===== config.mk =====
export PLATFORM = sky130hd
export DESIGN_NAME = wheel_speed_mixer_desaturate_flat
export DESIGN_NICKNAME = d
export VERILOG_FILES = /design/src/rtl/wsm_pkg.sv /design/src/rtl/wsm_if.sv /design/src/rtl/wsm_ctrl.sv /design/src/rtl/wsm_dp.sv /design/src/rtl/wheel_speed_mixer_desaturate.sv /design/src/flat_wrapper.sv
export SDC_FILE = /design/constraint.sdc
export NUM_CORES = 2
export LEC_CHECK = 0
export BUFFER_PORTS_ARGS = -buffer_cell sky130_fd_sc_hd__buf_2
export CAP_MARGIN = 20
export CELL_PAD_IN_SITES_DETAIL_PLACEMENT = 2
export CELL_PAD_IN_SITES_GLOBAL_PLACEMENT = 2
export CORE_MARGIN = 5
export CORE_UTILIZATION = 39
export DETAILED_ROUTE_END_ITERATION = 7
export GPL_TIMING_DRIVEN = 1
export HOLD_SLACK_MARGIN = 0.02
export PLACE_DENSITY = 0.76
export SETUP_SLACK_MARGIN = 0.1
export SLEW_MARGIN = 30
export SYNTH_ARGS = -nofsm -noshare
export SYNTH_HDL_FRONTEND = slang
export SYNTH_SLANG_ARGS = --single-unit

===== constraint.sdc =====
create_clock -name clk -period 9.2 [get_ports clk]
set_input_delay 0.92 -clock clk [delete_from_list [all_inputs] [get_ports clk]]
set_output_delay 0.92 -clock clk [all_outputs]
set_load 0.05 [all_outputs]

===== src/rtl/wsm_pkg.sv =====
// ----------------------------------------------------------------------------
// wsm_pkg: shared types and constants of the wheel speed mixer
// field widths, mode and register codes, controller to datapath command and
// status structs
// ----------------------------------------------------------------------------
package wsm_pkg;

    // field widths
    localparam int MODE_W     = 2;
    localparam int SPEED_W    = 16;
    localparam int SCALE_W    = 16;
    localparam int WHEEL_W    = 2;
    localparam int CNT_W      = 3;
    localparam int PARAM_W    = 48;
    localparam int CFG_IDX_W  = 3;
    localparam int CFG_DATA_W = 48;

    // internal arithmetic widths
    localparam int SUM_W      = 33;   // exact Q9.24 wheel sum
    localparam int MAG_W      = 32;   // magnitude of a wheel sum
    localparam int PROD_W     = 50;   // shared multiplier product
    localparam int FRAC_W     = 12;   // Q4.12 fraction bits
    localparam int QUO_W      = 15;   // candidate scale, always below one
    localparam int DIV_CNT_W  = 4;
    localparam int DIV_STEPS  = 15;

    localparam int WHEEL_SHIFT = 27;  // Q9.24 times Q1.15 back to Q4.12
    localparam int CMD_SHIFT   = 15;  // Q4.12 times Q1.15 back to Q4.12

    localparam logic [SCALE_W-1:0] SCALE_ONE         = 16'h8000;
    localparam logic [SPEED_W-1:0] SPEED_MAX         = 16'h7FFF;
    localparam logic [SPEED_W-1:0] SPEED_MIN         = 16'h8000;
    localparam logic [CNT_W-1:0]   WHEEL_COUNT_RESET = 3'd2;
    localparam logic [PARAM_W-1:0] PARAM_RESET       = 48'h1000_0000_1000;

    typedef enum logic [MODE_W-1:0] {
        MODE_BOTH = 2'd0,
        MODE_FWD  = 2'd1,
        MODE_TURN = 2'd2,
        MODE_STOP = 2'd3
    } mode_t;

    typedef enum logic [CFG_IDX_W-1:0] {
        REG_WHEEL_COUNT = 3'd0,
        REG_WHEEL_0     = 3'd1,
        REG_WHEEL_1     = 3'd2,
        REG_WHEEL_2     = 3'd3,
        REG_WHEEL_3     = 3'd4
    } reg_index_t;

    // operand pair of the shared multiplier
    typedef enum logic [2:0] {
        MUL_FWD   = 3'd0,
        MUL_TURN  = 3'd1,
        MUL_CMDF  = 3'd2,
        MUL_CMDT  = 3'd3,
        MUL_WHEEL = 3'd4
    } mul_sel_t;

    typedef struct packed {
        logic               load;
        logic               acc_fwd;
        logic               acc_sum;
        logic               div_init;
        logic               div_step;
        logic               div_done;
        logic               scale_fwd;
        logic               scale_turn;
        logic               emit;
        mul_sel_t           msel;
        logic [WHEEL_W-1:0] wheel;
    } wsm_cmd_t;

    typedef struct packed {
        logic exceed;
        logic last_wheel;
        logic out_free;
    } wsm_status_t;

endpackage


===== src/rtl/wsm_if.sv =====
// ----------------------------------------------------------------------------
// wsm_if: request channels of the wheel speed mixer
// velocity command channel and per-wheel result channel, valid/ready
// ----------------------------------------------------------------------------
interface wsm_cmd_if;
    logic                                valid;
    logic                                ready;
    logic [wsm_pkg::MODE_W-1:0]          mode;
    logic signed [wsm_pkg::SPEED_W-1:0]  forward_speed;
    logic signed [wsm_pkg::SPEED_W-1:0]  turn_speed;

    modport source (output valid, output mode, output forward_speed, output turn_speed,
                    input ready);
    modport sink   (input valid, input mode, input forward_speed, input turn_speed,
                    output ready);
endinterface

interface wsm_res_if;
    logic                                valid;
    logic                                ready;
    logic [wsm_pkg::WHEEL_W-1:0]         wheel_index;
    logic signed [wsm_pkg::SPEED_W-1:0]  wheel_vel;
    logic                                wheel_enable;
    logic signed [wsm_pkg::SPEED_W-1:0]  command_forward;
    logic signed [wsm_pkg::SPEED_W-1:0]  command_turn;
    logic [wsm_pkg::SCALE_W-1:0]         desat_scale;
    logic                                last;

    modport source (output valid, output wheel_index, output wheel_vel,
                    output wheel_enable, output command_forward, output command_turn,
                    output desat_scale, output last, input ready);
    modport sink   (input valid, input wheel_index, input wheel_vel,
                    input wheel_enable, input command_forward, input command_turn,
                    input desat_scale, input last, output ready);
endinterface


===== src/rtl/wsm_ctrl.sv =====
// ----------------------------------------------------------------------------
// wsm_ctrl: sequencer of the wheel speed mixer
// walks the wheels through sum, limit check, division, command scaling and result phases
// ----------------------------------------------------------------------------
module wsm_ctrl (
    input  logic                 clk,
    input  logic                 rst_n,
    input  logic                 in_valid,
    output logic                 in_ready,
    input  wsm_pkg::wsm_status_t status,
    output wsm_pkg::wsm_cmd_t    cmd
);

    localparam int WW = wsm_pkg::WHEEL_W;
    localparam int SW = wsm_pkg::DIV_CNT_W;

    typedef enum logic [11:0] {
        S_IDLE  = 12'b0000_0000_0001,
        S_SUM0  = 12'b0000_0000_0010,
        S_SUM1  = 12'b0000_0000_0100,
        S_SUM2  = 12'b0000_0000_1000,
        S_CHECK = 12'b0000_0001_0000,
        S_DIV   = 12'b0000_0010_0000,
        S_MIN   = 12'b0000_0100_0000,
        S_CMD0  = 12'b0000_1000_0000,
        S_CMD1  = 12'b0001_0000_0000,
        S_CMD2  = 12'b0010_0000_0000,
        S_WMUL  = 12'b0100_0000_0000,
        S_EMIT  = 12'b1000_0000_0000
    } state_t;

    state_t        state_reg, state_next;
    logic [WW-1:0] wheel_reg, wheel_next;
    logic [SW-1:0] step_reg, step_next;

    always_comb
    begin
        state_next = state_reg;
        wheel_next = wheel_reg;
        step_next  = step_reg;
        in_ready   = 1'b0;
        cmd        = '0;
        cmd.msel   = wsm_pkg::MUL_FWD;
        cmd.wheel  = wheel_reg;
        unique case (state_reg)
            S_IDLE:
            begin
                in_ready = 1'b1;
                if (in_valid)
                begin
                    cmd.load   = 1'b1;
                    wheel_next = '0;
                    state_next = S_SUM0;
                end
            end
            S_SUM0:
            begin
                cmd.msel   = wsm_pkg::MUL_FWD;
                state_next = S_SUM1;
            end
            S_SUM1:
            begin
                cmd.msel    = wsm_pkg::MUL_TURN;
                cmd.acc_fwd = 1'b1;
                state_next  = S_SUM2;
            end
            S_SUM2:
            begin
                cmd.acc_sum = 1'b1;
                state_next  = S_CHECK;
            end
            S_CHECK:
            begin
                if (status.exceed)
                begin
                    cmd.div_init = 1'b1;
                    step_next    = '0;
                    state_next   = S_DIV;
                end
                else if (status.last_wheel)
                begin
                    state_next = S_CMD0;
                end
                else
                begin
                    wheel_next = wheel_reg + WW'(1);
                    state_next = S_SUM0;
                end
            end
            S_DIV:
            begin
                cmd.div_step = 1'b1;
                if (step_reg == SW'(wsm_pkg::DIV_STEPS - 1))
                    state_next = S_MIN;
                else
                    step_next = step_reg + SW'(1);
            end
            S_MIN:
            begin
                cmd.div_done = 1'b1;
                if (status.last_wheel)
                begin
                    state_next = S_CMD0;
                end
                else
                begin
                    wheel_next = wheel_reg + WW'(1);
                    state_next = S_SUM0;
                end
            end
            S_CMD0:
            begin
                cmd.msel   = wsm_pkg::MUL_CMDF;
                state_next = S_CMD1;
            end
            S_CMD1:
            begin
                cmd.msel      = wsm_pkg::MUL_CMDT;
                cmd.scale_fwd = 1'b1;
                state_next    = S_CMD2;
            end
            S_CMD2:
            begin
                cmd.scale_turn = 1'b1;
                wheel_next     = '0;
                state_next     = S_WMUL;
            end
            S_WMUL:
            begin
                cmd.msel   = wsm_pkg::MUL_WHEEL;
                state_next = S_EMIT;
            end
            S_EMIT:
            begin
                cmd.msel = wsm_pkg::MUL_WHEEL;
                if (status.out_free)
                begin
                    cmd.emit = 1'b1;
                    if (status.last_wheel)
                    begin
                        state_next = S_IDLE;
                    end
                    else
                    begin
                        wheel_next = wheel_reg + WW'(1);
                        state_next = S_WMUL;
                    end
                end
            end
            default:
            begin
                state_next = S_IDLE;
            end
        endcase
    end

    always_ff @(posedge clk or negedge rst_n)
    begin
        if (!rst_n)
        begin
            state_reg <= S_IDLE;
            wheel_reg <= '0;
            step_reg  <= '0;
        end
        else
        begin
            state_reg <= state_next;
            wheel_reg <= wheel_next;
            step_reg  <= step_next;
        end
    end

endmodule


===== src/rtl/wsm_dp.sv =====
// ----------------------------------------------------------------------------
// wsm_dp: datapath of the wheel speed mixer
// configuration registers, targets, shared multiplier, restoring divider,
// rounding and saturation, result register
// ----------------------------------------------------------------------------
module wsm_dp #(
    parameter int MAX_WHEELS = 4
) (
    input  logic                                clk,
    input  logic                                rst_n,
    input  logic                                cfg_we,
    input  logic [wsm_pkg::CFG_IDX_W-1:0]       cfg_index,
    input  logic [wsm_pkg::CFG_DATA_W-1:0]      cfg_data,
    input  logic [wsm_pkg::MODE_W-1:0]          mode,
    input  logic signed [wsm_pkg::SPEED_W-1:0]  forward_speed,
    input  logic signed [wsm_pkg::SPEED_W-1:0]  turn_speed,
    input  wsm_pkg::wsm_cmd_t                   cmd,
    output wsm_pkg::wsm_status_t                status,
    input  logic                                out_ready,
    output logic                                out_valid,
    output logic [wsm_pkg::WHEEL_W-1:0]         wheel_index,
    output logic signed [wsm_pkg::SPEED_W-1:0]  wheel_vel,
    output logic                                wheel_enable,
    output logic signed [wsm_pkg::SPEED_W-1:0]  command_forward,
    output logic signed [wsm_pkg::SPEED_W-1:0]  command_turn,
    output logic [wsm_pkg::SCALE_W-1:0]         desat_scale,
    output logic                                last
);

    localparam int IDX_W = (MAX_WHEELS > 1) ? $clog2(MAX_WHEELS) : 1;
    localparam int SW    = wsm_pkg::SPEED_W;
    localparam int CW    = wsm_pkg::SCALE_W;
    localparam int NW    = wsm_pkg::CNT_W;
    localparam int WW    = wsm_pkg::WHEEL_W;
    localparam int IW    = wsm_pkg::CFG_IDX_W;
    localparam int PRW   = wsm_pkg::PARAM_W;
    localparam int SUMW  = wsm_pkg::SUM_W;
    localparam int MAGW  = wsm_pkg::MAG_W;
    localparam int PW    = wsm_pkg::PROD_W;
    localparam int FW    = wsm_pkg::FRAC_W;
    localparam int QW    = wsm_pkg::QUO_W;
    localparam int LIMW  = SW + FW;
    localparam int BW    = CW + 1;

    // rounds a product to Q4.12, ties away from zero, and saturates
    function automatic logic [SW-1:0] round_sat(input logic signed [PW-1:0] p,
                                                input logic wheel);
        logic [PW-1:0] mag;
        logic [PW-1:0] r;
        logic [SW-1:0] res;
        mag = p[PW-1] ? PW'(-p) : PW'(p);
        if (wheel)
            r = (mag + (PW'(1) << (wsm_pkg::WHEEL_SHIFT - 1))) >> wsm_pkg::WHEEL_SHIFT;
        else
            r = (mag + (PW'(1) << (wsm_pkg::CMD_SHIFT - 1))) >> wsm_pkg::CMD_SHIFT;
        if (p[PW-1])
            res = (r > PW'(wsm_pkg::SPEED_MIN)) ? wsm_pkg::SPEED_MIN : SW'(PW'(0) - r);
        else
            res = (r > PW'(wsm_pkg::SPEED_MAX)) ? wsm_pkg::SPEED_MAX : r[SW-1:0];
        return res;
    endfunction

    // configuration
    logic [NW-1:0]  wheel_count_reg;
    logic [PRW-1:0] param_reg [MAX_WHEELS];

    // item state
    logic signed [SW-1:0]   tf_reg, tt_reg;
    logic                   stop_reg;
    logic [CW-1:0]          scale_reg;
    logic signed [PW-1:0]   prod_reg;
    logic signed [SUMW-1:0] acc_reg;
    logic signed [SUMW-1:0] sum_reg [MAX_WHEELS];
    logic [MAGW-1:0]        mag_reg;
    logic [MAGW-1:0]        rem_reg, rem_next;
    logic [QW-1:0]          quo_reg;
    logic [SW-1:0]          cmdf_reg, cmdt_reg;

    // result register
    logic                   out_valid_reg;
    logic [WW-1:0]          out_index_reg;
    logic [SW-1:0]          out_speed_reg;
    logic                   out_enable_reg;
    logic [SW-1:0]          out_fwd_reg, out_turn_reg;
    logic [CW-1:0]          out_scale_reg;
    logic                   out_last_reg;

    logic [IDX_W-1:0]       idx;
    logic [PRW-1:0]         sel_param;
    logic signed [SW-1:0]   fc, tc;
    logic [SW-1:0]          mx_eff;
    logic [LIMW-1:0]        lim;
    logic [WW-1:0]          nlast;
    logic signed [SUMW-1:0] mul_a;
    logic signed [BW-1:0]   mul_b;
    logic signed [SUMW-1:0] sum_next, sum_abs;
    logic [MAGW:0]          trial;
    logic                   ge;

    assign idx       = cmd.wheel[IDX_W-1:0];
    assign sel_param = param_reg[idx];
    assign fc        = sel_param[PRW-1 -: SW];
    assign tc        = sel_param[PRW-SW-1 -: SW];
    assign mx_eff    = (sel_param[SW-1:0] == '0) ? SW'(1) : sel_param[SW-1:0];
    assign lim       = {mx_eff, {FW{1'b0}}};

    // index of the final wheel in use
    always_comb
    begin
        if (wheel_count_reg == '0)
            nlast = '0;
        else if (wheel_count_reg > NW'(MAX_WHEELS))
            nlast = WW'(MAX_WHEELS - 1);
        else
            nlast = WW'(wheel_count_reg - NW'(1));
    end

    always_comb
    begin
        unique case (cmd.msel)
            wsm_pkg::MUL_FWD:
            begin
                mul_a = SUMW'(fc);
                mul_b = BW'(tf_reg);
            end
            wsm_pkg::MUL_TURN:
            begin
                mul_a = SUMW'(tc);
                mul_b = BW'(tt_reg);
            end
            wsm_pkg::MUL_CMDF:
            begin
                mul_a = SUMW'(tf_reg);
                mul_b = signed'({1'b0, scale_reg});
            end
            wsm_pkg::MUL_CMDT:
            begin
                mul_a = SUMW'(tt_reg);
                mul_b = signed'({1'b0, scale_reg});
            end
            wsm_pkg::MUL_WHEEL:
            begin
                mul_a = sum_reg[idx];
                mul_b = signed'({1'b0, scale_reg});
            end
            default:
            begin
                mul_a = '0;
                mul_b = '0;
            end
        endcase
    end

    assign sum_next = acc_reg + $signed(prod_reg[SUMW-1:0]);
    assign sum_abs  = sum_next[SUMW-1] ? -sum_next : sum_next;

    // one restoring step, quotient bit per cycle
    assign trial    = {rem_reg, 1'b0};
    assign ge       = trial >= {1'b0, mag_reg};
    assign rem_next = ge ? MAGW'(trial - {1'b0, mag_reg}) : trial[MAGW-1:0];

    assign status.exceed     = mag_reg > MAGW'(lim);
    assign status.last_wheel = cmd.wheel == nlast;
    assign status.out_free   = !out_valid_reg || out_ready;

    always_ff @(posedge clk or negedge rst_n)
    begin
        if (!rst_n)
        begin
            wheel_count_reg <= wsm_pkg::WHEEL_COUNT_RESET;
            for (int i = 0; i < MAX_WHEELS; i++)
                param_reg[i] <= wsm_pkg::PARAM_RESET;
        end
        else if (cfg_we)
        begin
            if (cfg_index == IW'(wsm_pkg::REG_WHEEL_COUNT))
                wheel_count_reg <= cfg_data[NW-1:0];
            for (int i = 0; i < MAX_WHEELS; i++)
                if (cfg_index == IW'(wsm_pkg::REG_WHEEL_0) + IW'(i))
                    param_reg[i] <= cfg_data[PRW-1:0];
        end
    end

    always_ff @(posedge clk or negedge rst_n)
    begin
        if (!rst_n)
        begin
            tf_reg        <= '0;
            tt_reg        <= '0;
            stop_reg      <= 1'b0;
            out_valid_reg <= 1'b0;
        end
        else
        begin
            if (cmd.load)
            begin
                stop_reg <= mode == wsm_pkg::MODE_STOP;
                unique case (wsm_pkg::mode_t'(mode))
                    wsm_pkg::MODE_BOTH:
                    begin
                        tf_reg <= forward_speed;
                        tt_reg <= turn_speed;
                    end
                    wsm_pkg::MODE_FWD:
                    begin
                        tf_reg <= forward_speed;
                    end
                    wsm_pkg::MODE_TURN:
                    begin
                        tt_reg <= turn_speed;
                    end
                    wsm_pkg::MODE_STOP:
                    begin
                        tf_reg <= '0;
                        tt_reg <= '0;
                    end
                    default:
                    begin
                        tf_reg <= tf_reg;
                    end
                endcase
            end
            if (cmd.emit)
                out_valid_reg <= 1'b1;
            else if (out_ready)
                out_valid_reg <= 1'b0;
        end
    end

    always_ff @(posedge clk)
    begin
        prod_reg <= mul_a * mul_b;
        if (cmd.load)
            scale_reg <= wsm_pkg::SCALE_ONE;
        if (cmd.acc_fwd)
            acc_reg <= $signed(prod_reg[SUMW-1:0]);
        if (cmd.acc_sum)
        begin
            sum_reg[idx] <= sum_next;
            mag_reg      <= sum_abs[MAGW-1:0];
        end
        if (cmd.div_init)
        begin
            rem_reg <= MAGW'(lim);
            quo_reg <= '0;
        end
        if (cmd.div_step)
        begin
            rem_reg <= rem_next;
            quo_reg <= {quo_reg[QW-2:0], ge};
        end
        if (cmd.div_done && (CW'(quo_reg) < scale_reg))
            scale_reg <= CW'(quo_reg);
        if (cmd.scale_fwd)
            cmdf_reg <= round_sat(prod_reg, 1'b0);
        if (cmd.scale_turn)
            cmdt_reg <= round_sat(prod_reg, 1'b0);
        if (cmd.emit)
        begin
            out_index_reg  <= cmd.wheel;
            out_speed_reg  <= round_sat(prod_reg, 1'b1);
            out_enable_reg <= !stop_reg;
            out_fwd_reg    <= cmdf_reg;
            out_turn_reg   <= cmdt_reg;
            out_scale_reg  <= scale_reg;
            out_last_reg   <= status.last_wheel;
        end
    end

    assign out_valid       = out_valid_reg;
    assign wheel_index     = out_index_reg;
    assign wheel_vel       = out_speed_reg;
    assign wheel_enable    = out_enable_reg;
    assign command_forward = out_fwd_reg;
    assign command_turn    = out_turn_reg;
    assign desat_scale     = out_scale_reg;
    assign last            = out_last_reg;

endmodule


===== src/rtl/wheel_speed_mixer_desaturate.sv =====
// ----------------------------------------------------------------------------
// wheel_speed_mixer_desaturate: differential drive wheel mixer with common
// desaturation
// turns forward and turn commands into per-wheel speeds, scaled down together
// when any wheel would exceed its maximum
// ----------------------------------------------------------------------------
// one velocity command is taken at a time and gives one result per wheel in
// use, in wheel order, with last set on the final wheel. the single shared
// 33 x 17 multiplier forms every wheel sum, scaled command and scaled wheel
// speed in turn, and the restoring divider yields one scale bit a cycle for
// each wheel over its limit. a new command is taken as soon as the last
// wheel result sits in the output register, even if that result has not
// been taken yet.
// configuration registers may be written only while no command is in flight.
// stop (mode 3) clears both targets and gives disabled zero-speed results
// ----------------------------------------------------------------------------
module wheel_speed_mixer_desaturate #(
    parameter int MAX_WHEELS = 4
) (
    input  logic                            clk,
    input  logic                            rst_n,
    // configuration write port
    input  logic                            cfg_we,
    input  logic [wsm_pkg::CFG_IDX_W-1:0]   cfg_index,
    input  logic [wsm_pkg::CFG_DATA_W-1:0]  cfg_data,
    // velocity command requests
    wsm_cmd_if.sink                         command,
    // per-wheel result requests
    wsm_res_if.source                       result
);

    wsm_pkg::wsm_cmd_t    cmd;
    wsm_pkg::wsm_status_t status;
    logic                 in_ready;

    // sequencer: owns the wheel counter, division step count and phase
    wsm_ctrl u_ctrl (
        .clk      (clk),
        .rst_n    (rst_n),
        .in_valid (command.valid),
        .in_ready (in_ready),
        .status   (status),
        .cmd      (cmd)
    );

    assign command.ready = in_ready;

    // datapath: registers, shared multiplier, divider and result register
    wsm_dp #(
        .MAX_WHEELS (MAX_WHEELS)
    ) u_dp (
        .clk             (clk),
        .rst_n           (rst_n),
        .cfg_we          (cfg_we),
        .cfg_index       (cfg_index),
        .cfg_data        (cfg_data),
        .mode            (command.mode),
        .forward_speed   (command.forward_speed),
        .turn_speed      (command.turn_speed),
        .cmd             (cmd),
        .status          (status),
        .out_ready       (result.ready),
        .out_valid       (result.valid),
        .wheel_index     (result.wheel_index),
        .wheel_vel       (result.wheel_vel),
        .wheel_enable    (result.wheel_enable),
        .command_forward (result.command_forward),
        .command_turn    (result.command_turn),
        .desat_scale     (result.desat_scale),
        .last            (result.last)
    );

endmodule


===== src/flat_wrapper.sv =====
// flat-port wrapper written by rule: the top's interface ports become plain ports
module wheel_speed_mixer_desaturate_flat 
#(
    parameter int MAX_WHEELS = 4
)
  (clk, rst_n, cfg_we, cfg_index, cfg_data, command_valid, command_mode, command_forward_speed, command_turn_speed, command_ready, result_valid, result_wheel_index, result_wheel_vel, result_wheel_enable, result_command_forward, result_command_turn, result_desat_scale, result_last, result_ready);
  wsm_cmd_if command_i ();
  wsm_res_if result_i ();
  input  logic clk;
  input  logic rst_n;
  input  logic cfg_we;
  input  logic [wsm_pkg::CFG_IDX_W-1:0] cfg_index;
  input  logic [wsm_pkg::CFG_DATA_W-1:0] cfg_data;
  input wire logic [$bits(command_i.valid)-1:0] command_valid;
  input wire logic [$bits(command_i.mode)-1:0] command_mode;
  input wire logic [$bits(command_i.forward_speed)-1:0] command_forward_speed;
  input wire logic [$bits(command_i.turn_speed)-1:0] command_turn_speed;
  output wire logic [$bits(command_i.ready)-1:0] command_ready;
  output wire logic [$bits(result_i.valid)-1:0] result_valid;
  output wire logic [$bits(result_i.wheel_index)-1:0] result_wheel_index;
  output wire logic [$bits(result_i.wheel_vel)-1:0] result_wheel_vel;
  output wire logic [$bits(result_i.wheel_enable)-1:0] result_wheel_enable;
  output wire logic [$bits(result_i.command_forward)-1:0] result_command_forward;
  output wire logic [$bits(result_i.command_turn)-1:0] result_command_turn;
  output wire logic [$bits(result_i.desat_scale)-1:0] result_desat_scale;
  output wire logic [$bits(result_i.last)-1:0] result_last;
  input wire logic [$bits(result_i.ready)-1:0] result_ready;
  assign command_i.valid = command_valid;
  assign command_i.mode = command_mode;
  assign command_i.forward_speed = command_forward_speed;
  assign command_i.turn_speed = command_turn_speed;
  assign command_ready = command_i.ready;
  assign result_valid = result_i.valid;
  assign result_wheel_index = result_i.wheel_index;
  assign result_wheel_vel = result_i.wheel_vel;
  assign result_wheel_enable = result_i.wheel_enable;
  assign result_command_forward = result_i.command_forward;
  assign result_command_turn = result_i.command_turn;
  assign result_desat_scale = result_i.desat_scale;
  assign result_last = result_i.last;
  assign result_i.ready = result_ready;
  wheel_speed_mixer_desaturate #(.MAX_WHEELS(MAX_WHEELS)) u_core (.clk(clk), .rst_n(rst_n), .cfg_we(cfg_we), .cfg_index(cfg_index), .cfg_data(cfg_data), .command(command_i), .result(result_i));
endmodule

Word-level counts from Yosys, hierarchy flattened
Memories as Yosys holds them, arrays and structs flattened.
Index checks and enable logic that the tools add are counted.
{ "word_totals": {"ff_bits": 525, "ramBits": 132, "in_bits": 90, "output_inout_bits": 70, "wordCells": 179, "mem_count": 1} }
{ "op_classes": {"n_addsub": 12, "multipliers": 1, "n_lt_le_gt_ge": 11, "eq_ne": 31, "mux": 64, "bitwise": 1, "n_reduce_logical": 30} }
{ "memory_table": {"columns": ["name", "depth", "word_bits", "read_ports", "rd_ports_with_merged_regs", "wr", "line_no", "source"], "rows": [
  ["u_core.u_dp.sum_reg", 4, 33, 1, 0, 1, "wsm_dp.sv:73", "logic signed [SUMW-1:0] sum_reg [MAX_WHEELS];"]
]} }
{ "op_table": {"columns": ["operator", "count"], "rows": [
  ["50-bit 2-to-1 mux", 4],
  ["33-bit one-hot mux with 5 select lines", 1],
  ["16-bit 2-to-1 mux", 10],
  ["50-bit by 15-bit greater-than comparator with 1-bit output, second input constant", 3],
  ["50-bit by 16-bit greater-than comparator with 1-bit output, second input constant", 3],
  ["12-bit one-hot mux with 12 select lines", 1],
  ["32-bit 2-to-1 mux", 4],
  ["48-bit binary-select mux with 2-bit select", 1],
  ["48-bit 2-to-1 mux", 2],
  ["16-bit one-hot mux with 2 select lines", 2],
  ["15-bit 2-to-1 mux", 4],
  ["17-bit one-hot mux with 3 select lines", 1],
  ["50-bit by 15-bit adder with 50-bit output, second input constant", 1],
  ["50-bit by 27-bit adder with 50-bit output, second input constant", 1],
  ["33-bit by 17-bit multiplier with 50-bit output", 1],
  ["50-bit negator", 1],
  ["1-bit by 16-bit subtractor with 16-bit output, first input constant", 3],
  ["12-bit 2-to-1 mux", 3],
  ["33-bit adder", 1],
  ["33-bit by 32-bit >= comparator with 1-bit output", 1],
  ["32-bit by 28-bit greater-than comparator with 1-bit output", 1],
  ["32-bit negator", 1],
  ["32-bit subtractor", 1],
  ["1-bit 2-to-1 mux", 17],
  ["48 further kinds", 82]
]} }

Longest topological paths before layout
{ "logic_depth": {"depth_word": 11, "mapped_depth": 40, "depth_no_buf": 38} }

By module
Synthesis repeated with hierarchy kept, for this count alone.
{ "hier_totals": {"hier_cells": 5066, "area_unflattened_um2": 53352.4} }
{ "by_module_without_submodules": {"columns": ["module", "n_inst", "cells_each", "area_each_um2", "seq_area_each_um2"], "rows": [
  ["wsm_dp", 1, 4929, 52096.2, 17543.1],
  ["wsm_ctrl", 1, 137, 1256.2, 451.7]
]} }

Least setup slack after synthesis
No wires, ideal clock.
{ "synth_timing": {"path_type": "reg2reg", "start": "register u_core.u_ctrl.state_reg[9]", "end": "register u_core.u_dp.prod_reg[49]", "setup_time_ns": 0.118, "arrival_time_ns": 9.445, "t_required_ns": 9.082, "path_slack_ns": -0.363, "path_stages_with_launch": 37, "path_buffers": 4, "period_less_slack_ns": 9.563, "cell_sequence": "dfrtp_1 > or4_1 > nor2_1 > nand2_1 > nor3b_1 > or3_1 > clkbuf_1 > nor2_1 > clkbuf_1 > a221oi_1 > clkbuf_1 > nor2_1 > fa_1 > inv_1 > fa_1 > fa_1 > inv_1 > fa_1 > fa_1 > inv_1 > fa_1 > inv_1 > ha_1 > clkbuf_1 > o21a_1 > o21a_1 > o21ai_0 > a32oi_1 > a31o_2 > a31o_2 > nand4_1 > a31oi_1 > a21oi_1 > o21ai_0 > a21oi_1 > a31o_2 > xnor2_1"} }
{ "synth_between": {"elab_chain_len": 7, "word_cells_on_any_way": 16, "classes_between": "mul: 1; eq/ne: 9; mux: 3; reduce/logical: 3"} }
{ "synth_lines": {"columns": ["element", "line_no", "source"], "rows": [
  ["start: declaration", "wsm_ctrl.sv:32", "state_t state_reg, state_next;"],
  ["start signal: assignment", "wsm_ctrl.sv:167", "state_reg <= state_next;"],
  ["12-bit equality test / 12-bit by 11-bit equality test with 1-bit output (equally long branches)", "wsm_ctrl.sv:45", "unique case (state_reg)"],
  ["2-bit OR reduction (no source line)", null, null],
  ["3-bit one-hot mux with 4 select lines (*)", "wsm_ctrl.sv:45", null],
  ["3-bit equality test / 3-bit by 2-bit equality test with 1-bit output (equally long branches)", "wsm_dp.sv:120", "unique case (cmd.msel)"],
  ["3-bit OR reduction (no source line)", null, null],
  ["17-bit one-hot mux with 3 select lines", "wsm_dp.sv:120", null],
  ["33-bit by 17-bit multiplier with 50-bit output (*)", "wsm_dp.sv:232", "prod_reg <= mul_a * mul_b;"],
  ["end signal: assignment", "wsm_dp.sv:232", null],
  ["end: declaration", "wsm_dp.sv:71", "logic signed [PW-1:0] prod_reg;"]
]} }
Every way passes the cells marked *; elsewhere a longest branch is shown, timed or not.
A chain may end at the register's enable or synchronous reset.

Final worst setup path
{ "layout_timing": {"start": "register u_core.u_ctrl.state_reg[6]", "end": "register u_core.u_dp.prod_reg[41]"} }
Same word-level chain as after synthesis.

==> impl_metrics.json <==
{
  "rows": 134,
  "port_buffers": 159,
  "synth_xor_xnor_area_share_pct": 3.74,
  "synthArstFlopShare_pct": 37.6,
  "min_period_ns": 9.26,
  "synth_area_leaders": "fa_1 (21%), edfxtp_1 (21%), dfrtp_1 (11%), ha_1 (5.4%), inv_1 (5.0%)",
  "dp_hpwl_um": 147000,
  "ctsHoldBuffers": 0,
  "final-seq-area_um2": 18000,
  "totalWireLength_um": 200000,
  "syn_avg_cell_area_um2": 10.6,
  "largest_register_ffs": 192,
  "multi_input_area_um2": 31500,
  "worstMarginPinSlew_ns": 1.08,
  "track_usage_pct": 27.3,
  "fin_cells": 7040,
  "final_cell_mix": "inv_1 (699), fa_1 (536), nor2_1 (520), nand2_1 (364), edfxtp_1 (359)",
  "syn_inst": 4935,
  "antenna_found_initial": 5,
  "nNetsFinal": 6065,
  "setup_viol_count_final": 2,
  "placed_area_um2": 56400,
  "gr-total-overflow": 0,
  "final_hold_viol_count": 0,
  "max_freq_ghz": 0.108,
  "synthToLayoutAreaGrowth_pct": 14.7,
  "clkSinkCount": 657,
  "start_util_pct": 39.2,
  "dp_cells": 6852,
  "nFillCells": 13700,
  "synth_nets": 5788,
  "skew_ns": 0.0659,
  "synth-edff-count": 359,
  "first_pass_iters": 5,
  "yosys_warnings": 0,
  "yosys.area_share.simple_pct": 12.8,
  "viasPerCell": 5.73,
  "hold_slack_ns": 0.255,
  "synth_mux_area_share_pct": 8.09,
  "gp_congestion": 0.924,
  "synth_adder_area_share_pct": 26.0,
  "ys_seq_area_share_pct": 34.4,
  "grt_start_max_net_pins": 102,
  "synth_top_family_by_area": "adder cells",
  "cts.path.max_buffers": 3,
  "slew_headroom_pct": 27.9,
  "setup_ws_ns": -0.0624,
  "synth_flop_cell": "edfxtp_1",
  "clkTransAtPathRegs_ns": 0.07,
  "ant_nets": 0,
  "synth_area_um2": 52300,
  "die_w_um": 376,
  "grt_first_pass_wirelength_um": 294000,
  "top_level_ports": 160,
  "drive_gt1_share_pct": 18.7,
  "clk_latency_ns": 0.70,
  "mostFrequentLayoutCell": "inv_1",
  "synth_top_cell_by_area": "fa_1",
  "grt_pass1_vias": 45300,
  "core_area_um2": 133000,
  "path_class": "flip-flop to flip-flop",
  "worst_path_largest_cell_delay_ns": 0.57,
  "run_status": "finished with violations",
  "cp-end-kind": "flip-flop",
  "crit_top_cell": "fa_1",
  "yosys.area.top_type_share_pct": 20.6,
  "drc_errors": 0,
  "initialDrtViolationCount": 3267,
  "tns_ns": -0.0885,
  "clockRootBuffer": "clkbuf_16",
  "worstPathArrival_ns": 9.83,
  "hp-class": "primary input to asynchronous set/reset pin",
  "diodes": 0,
  "violations": "negative setup slack",
  "synth-seq-cells": 657,
  "wl_per_cell_um": 28.4,
  "fin_area_um2": 60000,
  "die_y_um": 376,
  "cts_tree": "done",
  "cp-start-kind": "flip-flop",
  "cp_max_fo": 15,
  "vias": 40300,
  "slew_viol_final": 0,
  "cts-buffers-inserted": 72,
  "synth_compound_area_share_pct": 8.44,
  "fp.dieArea_um2": 142000,
  "period_share_pct": 101,
  "crit_path_top_delay_cell": "fa_1",
  "synth.distinct_cells": 102,
  "htree_levels": 3,
  "required_ns": 9.76,
  "cap_violations": 0
}
[final timing paths]
kind                                            startpoint                              to  slack (ns)  depth (start not counted)
max in group asynchronous                            rst_n      u_core.u_ctrl.wheel_reg[0]        7.62                          2
worst min register to register     u_core.u_dp.cmdf_reg[3]  u_core.u_dp.command_forward[3]        0.42                          0
worst max register to register  u_core.u_ctrl.state_reg[6]        u_core.u_dp.prod_reg[41]       -0.06                         35
min in group clk                   u_core.u_dp.cmdf_reg[3]  u_core.u_dp.command_forward[3]        0.42                          0
worst min-delay path                                 rst_n      u_core.u_dp.param_reg[117]        0.26                          1
worst max-delay path            u_core.u_ctrl.state_reg[6]        u_core.u_dp.prod_reg[41]       -0.06                         35
[area by class of cell]
type / count / share of cell area, %
Tap cell: 1768 / 3.69
Multi-Input combinational cell: 3371 / 52.5
Clock inverter: 40 / 0.794
Sequential cell: 657 / 30.0
Timing Repair Buffer: 408 / 5.19
Inverter: 702 / 4.40
Clock buffer: 94 / 3.40
[layer usage]
layer / part of all wire, % / global-route usage, % / routed length (um) / vias up
met4: 3.6 / 8.12 / 7120 / 2
met5: 0.0065 / 0 / 13 / -
met2: 49 / 46.8 / 98800 / 1324
li1: - / - / - / 17100
met3: 6.0 / 4.20 / 12100 / 358
met1: 41 / 35.9 / 82200 / 21600
[per-stage QoR]
step	setup slack (ns)	util [%]
5_1_grt	-0.259	45.0
2_1_floorplan	0.0870	-
3_3_place_gp	0.0684	42.3
6_report	-0.0624	45.0
4_1_cts	0.0741	44.3
3_5_place_dp	-0.581	42.3
[critical path: cells and delay by family, from the launching register on]
kind | cells | cell delay, ns
fa+ha+maj | 7 | 3.45
flops | 1 | 0.41
buf+inv | 8 | 1.31
simple gates | 8 | 1.73
compound gates | 11 | 2.07
xor+xnor | 1 | 0.12
[synthesized netlist by cell type, types with 18 or more instances]
master,number
a211oi_1,31
a21o_1,59
a21oi_1,161
a22o_1,44
a31oi_1,26
and2_1,61
and3_1,53
buf_1,31
clkbuf_1,164
dfrtp_1,237
dfxtp_1,51
edfxtp_1,359
fa_1,539
ha_1,224
inv_1,701
mux2_2,214
mux2i_1,37
mux4_2,64
nand2_1,372
nand2b_1,51
nand3_1,85
nand4_1,31
nor2_1,542
nor2b_1,40
nor3_1,60
nor4_1,22
o21a_1,26
o21ai_0,105
o31ai_1,21
or2_2,18
or3_1,23
xnor2_1,161
xor2_1,60
[cells by family (layout without fill, tap and decap cells)]
| kind of cell | Yosys count | in the layout |
|---|---|---|
| and+or+nand+nor | 1427 | 1428 |
| buffers and inverters | 908 | 1244 |
| adders and majority gates | 764 | 764 |
| DFF | 657 | 657 |
| AOI/OAI and AO/OA | 641 | 641 |
| muxes | 316 | 316 |
| xor gates and xnor gates | 222 | 222 |
[timing repair]
action,CTS,global route
resized for setup,46,93
pin swaps,4,25
endpoints found under the setup margin,17,13
buffers inserted,5,41
cloned,2,6
Power is left out: the tool's default activity adds up to more than one toggle a clock period on the data nets, which glitch-free logic cannot reach.
